File: src/rtl/core/assert_macros.svh
// Assertion macros used by the scan result table RTL.
`ifndef ASSERT_MACROS_SVH
`define ASSERT_MACROS_SVH
// Implication checked on every clock edge outside reset.
`define ASSERT_IMPL(label, clk, rst_n, ante, cons, msg) \
  label: assert property (@(posedge clk) disable iff (!rst_n) (ante) |-> (cons)) \
    else $error(msg);
// Condition that must always hold outside reset.
`define ASSERT_ALWAYS(label, clk, rst_n, cond, msg) \
  label: assert property (@(posedge clk) disable iff (!rst_n) (cond)) else $error(msg);
`endif

File: src/rtl/core/wsrt_ram.sv
// Generic single-port-write, single-read RAM with registered read.
module wsrt_ram #(
  parameter int unsigned WIDTH = 8,
  parameter int unsigned DEPTH = 32
) (
  input  logic                     clk,
  input  logic                     we,
  input  logic [$clog2(DEPTH)-1:0] waddr,
  input  logic [WIDTH-1:0]         wdata,
  input  logic [$clog2(DEPTH)-1:0] raddr,
  output logic [WIDTH-1:0]         rdata
);

  logic [WIDTH-1:0] mem [DEPTH];

  always_ff @(posedge clk) begin
    if (we) begin
      mem[waddr] <= wdata;
    end
    rdata <= mem[raddr];
  end

endmodule

File: config.mk
export PLATFORM = sky130hd
export DESIGN_NAME = wsrt_ram
export DESIGN_NICKNAME = d
export VERILOG_FILES = /design/src/rtl/core/assert_macros.svh /design/src/rtl/core/wsrt_ram.sv
export SDC_FILE = /design/constraint.sdc
export NUM_CORES = 1
export LEC_CHECK = 0
export BUFFER_PORTS_ARGS = -buffer_cell sky130_fd_sc_hd__buf_2
export CAP_MARGIN = 20
export CORE_ASPECT_RATIO = 1.4
export CORE_MARGIN = 5
export CORE_UTILIZATION = 40
export CTS_BUF_LIST = sky130_fd_sc_hd__clkbuf_4 sky130_fd_sc_hd__clkbuf_8
export CTS_CLUSTER_DIAMETER = 200
export DETAILED_ROUTE_END_ITERATION = 10
export HOLD_SLACK_MARGIN = 0.03
export PLACE_DENSITY_LB_ADDON = 0.1
export REMOVE_ABC_BUFFERS = 1
export SKIP_LAST_GASP = 1
export SLEW_MARGIN = 20
export SYNTH_ARGS = -nofsm -noshare
export SYNTH_HDL_FRONTEND = slang
export SYNTH_SLANG_ARGS = --single-unit
export TNS_END_PERCENT = 30
File: constraint.sdc
create_clock -name clk -period 3.3 [get_ports clk]
set_clock_uncertainty 0.2 [all_clocks]
set_input_delay 0.33 -clock clk [delete_from_list [all_inputs] [get_ports clk]]
set_output_delay 0.33 -clock clk [all_outputs]
set_load 0.005 [all_outputs]
==> results.sh <==
export IMPL_status="completed"
export IMPL_drive_gt1_share_pct=40.15
export IMPL_yosys_warnings=0
export IMPL_diodes=0
export IMPL_ys_seq_elements=264
export IMPL_postCtsSetupBuffers=0
export IMPL_crit_chain="buf_4, buf_4, mux4_2, mux4_2, mux2_2"
export IMPL_drt_iter0_drc=279
export IMPL_root_buffer="clkbuf_8"
export IMPL_final_nets=510
export IMPL_clock_latency_ns=0.53
export IMPL_p_comb_share_pct=5.2
export IMPL_dp_cells=760
export IMPL_synthTopCellsByCount="edfxtp_1 (256), mux4_2 (80), nor2_1 (33)"
export IMPL_worstSetupPathType="input pin to flip-flop"
export IMPL_path_depth=5
export IMPL_crit_arrival_ns=2.28
export IMPL_min_from="wdata[7]"
export IMPL_tightest_slew_ns=1.034
export IMPL_crit_end="rdata[7]"
export IMPL_synth_top_cell_by_area="edfxtp_1"
export IMPL_die_width_um=144.0
export IMPL_ys_async_sr_fraction_pct=0
export IMPL_syn_avg_cell_area_um2=24.11
export IMPL_cts_tree="done"
export IMPL_die_h_um=197.6
export IMPL_synthCells=417
export IMPL_track_usage_pct=16.82
export IMPL_drtPass1Iterations=4
export IMPL_synth_compound_area_share_pct=0
export IMPL_finalNonFillerCells=838
export IMPL_grt_max_degree=65
export IMPL_grt_remaining_overflow=0
export IMPL_rsz0062_at_grt="false"
export IMPL_r2r_end="rdata[2]"
export IMPL_slew_headroom_pct=30.83
export IMPL_crit_required_ns=3.52
export IMPL_synth_xor_area_share_pct=0
export IMPL_numClockSinks=264
export IMPL_initial_utilization_pct=40.61
export IMPL_final_area_um2=11570
export IMPL_synth_fa_ha_area_share_pct=0
export IMPL_crit_start="raddr[0]"
export IMPL_yosysMostFrequentCell="edfxtp_1"
export IMPL_worst_path_max_fanout=10
export IMPL_synth_edf_count=256
export IMPL_routedWlPerCell_um=27.39
export IMPL_pin_count=28
export IMPL_die_area_um2=28450
export IMPL_max_stage_delay_ns=0.57
export IMPL_core_area_um2=24760
export IMPL_post_cts_resized=0
export IMPL_power_density_nw_per_um2=598.9
export IMPL_p_clk_share_pct=40.7
export IMPL_internal_power_w=0.005480
export IMPL_antenna_found_initial=1
export IMPL_p_seq_share_pct=54.0
export IMPL_end_kind="flip-flop"
export IMPL_route_detailed_drc=0
export IMPL_grt_pass1_vias=4954
export IMPL_vias_per_cell=5.400
export IMPL_period_minus_slack_ns=2.056
export IMPL_start_kind="input pin"
export IMPL_hold_path_class="input pin to flip-flop"
export IMPL_dp_hpwl_mm=14.59
export IMPL_p_leak_nw=3.675
export IMPL_gp_congestion=0.7616
export IMPL_max_freq_mhz=486.3
export IMPL_io_buffers=27
export IMPL_setup_viol=0
export IMPL_finalHoldViolations=0
export IMPL_p_sw_share_pct=20.89
export IMPL_cts_hold_buf=1
export IMPL_synth_distinct_cells=15
export IMPL_placed_area_um2=10670
export IMPL_p_sw_w=0.001447
export IMPL_reg2regPathDepth=3
export IMPL_peakVddDrop_uv=307.1
export IMPL_num_rows=68
export IMPL_synth_simple_area_share_pct=2.066
export IMPL_synthMuxAreaShare_pct=18.82
export IMPL_crit_path_top_delay_cell="mux4_2"
export IMPL_path_buf_inv=2
export IMPL_fin_crit_sh_pct=62.31
export IMPL_cts_buffers=42
export IMPL_tns_ns=0
export IMPL_synth_top_family_by_area="multiplexers"
export IMPL_timing_rr_start="mem[21][2]"
export IMPL_syn_to_final_growth_pct=15.05
export IMPL_ctsHtreeMaxLevel=2
export IMPL_finalWirelength_mm=22.95
export IMPL_ys_flop_type="edfxtp_1"
export IMPL_critPathTopFamily="multiplexers"
export IMPL_ys_seq_area_share_pct=78.06
export IMPL_maxSlewViolCount=0
export IMPL_clk_pin_slew_ns=0.06
export IMPL_synth_top_area_share_pct=76.47
export IMPL_rrSetupSlack_ns=1.27
export IMPL_grt_pass1_wl_mm=33.93
export IMPL_mappedNetlistArea_um2=10050
export IMPL_cap_viol_max_count=0
export IMPL_cts_buffer_depth=3
export IMPL_antenna_left=0
export IMPL_synthTopCellsByArea="edfxtp_1 (76%), mux4_2 (18%), dfxtp_1 (1.6%)"
export IMPL_num_vias=4525
layer usage:
metal / vias to the layer above / track usage, % / wire (um)
met3: 40 / 2.688 / 764
met4: 2 / 4.990 / 513
li1: 1932 / - / -
met1: 2448 / 20.49 / 8947
met5: - / 0 / 13
met2: 103 / 30.58 / 12710
through the flow:
| stage | setup slack [ns] | power (W) | hold WS (ns) | util (%) |
|---|---|---|---|---|
| 2_1_floorplan | 1.454 | 0.003965 | 0.2289 | - |
| 3_3_place_gp | 0.6703 | 0.004183 | 0.5348 | 43.11 |
| 3_5_place_dp | 0.6626 | 0.004189 | 0.5318 | 43.11 |
| 4_1_cts | 1.237 | 0.007016 | 0.1364 | 46.72 |
| 5_1_grt | 1.180 | 0.007187 | 0.1582 | 46.72 |
| 6_report | 1.244 | 0.006927 | 0.1590 | 46.72 |
flip-flops by register name, indices dropped and copies added (netlist names):
name,cells
mem,256
rdata,8
kinds of logic (layout without fill, tap and decap cells):
group,count (synthesis),in the layout
flip-flops,264,264
multiplexers,88,88
buffers and inverters,20,126
AND/OR/NAND/NOR,45,45
cell usage in the layout, fill, tap and decap left out, types with 2 or more instances in the layout:
master | Yosys | routed
edfxtp_1 | 256 | 256
or3b_2 | 3 | 3
nor2_1 | 33 | 33
mux4_2 | 80 | 80
clkbuf_4 | 0 | 11
clkbuf_8 | 0 | 54
nand3b_1 | 5 | 5
buf_2 | 1 | 26
clkinv_2 | 0 | 5
mux2_2 | 8 | 8
dfxtp_1 | 8 | 8
clkinv_1 | 0 | 6
buf_4 | 6 | 19
nand3_1 | 2 | 2
buf_12 | 0 | 3
worst register-to-register path, cell delays in order (launching register included):
cell      delay, ns
edfxtp_1       0.35
mux4_2         0.54
mux4_2         0.54
mux2_2         0.29
how the worst min path moves through the flow:
stage	to	slack, ns	depth (start not counted)
finish	mem[30][7]	0.16	1
CTS	mem[30][7]	0.14	1
global placement	rdata[2]	0.53	1
detailed placement	rdata[1]	0.53	1
global route	mem[30][7]	0.16	1
floorplan	mem[0][0]	0.23	0
layout make-up:
class / count / area (um2)
Clock buffer: 65 / 825.8
Clock inverter: 12 / 56.30
Fill cell: 2048 / 13190
Multi-Input combinational cell: 133 / 2100
Sequential cell: 264 / 7848
Tap cell: 315 / 394.1
Timing Repair Buffer: 49 / 342.8
power groups by stage:
stage	Clock [W]	Sequential (W)	Combinational (W)
5_1_grt	0.00305	0.00375	0.000390
3_5_place_dp	0	0.00382	0.000374
3_3_place_gp	0	0.00381	0.000369
4_1_cts	0.00289	0.00375	0.000376
6_report	0.00282	0.00374	0.000361
2_1_floorplan	0	0.00381	0.000155
Note: power is estimated with default switching activity, not from simulation.
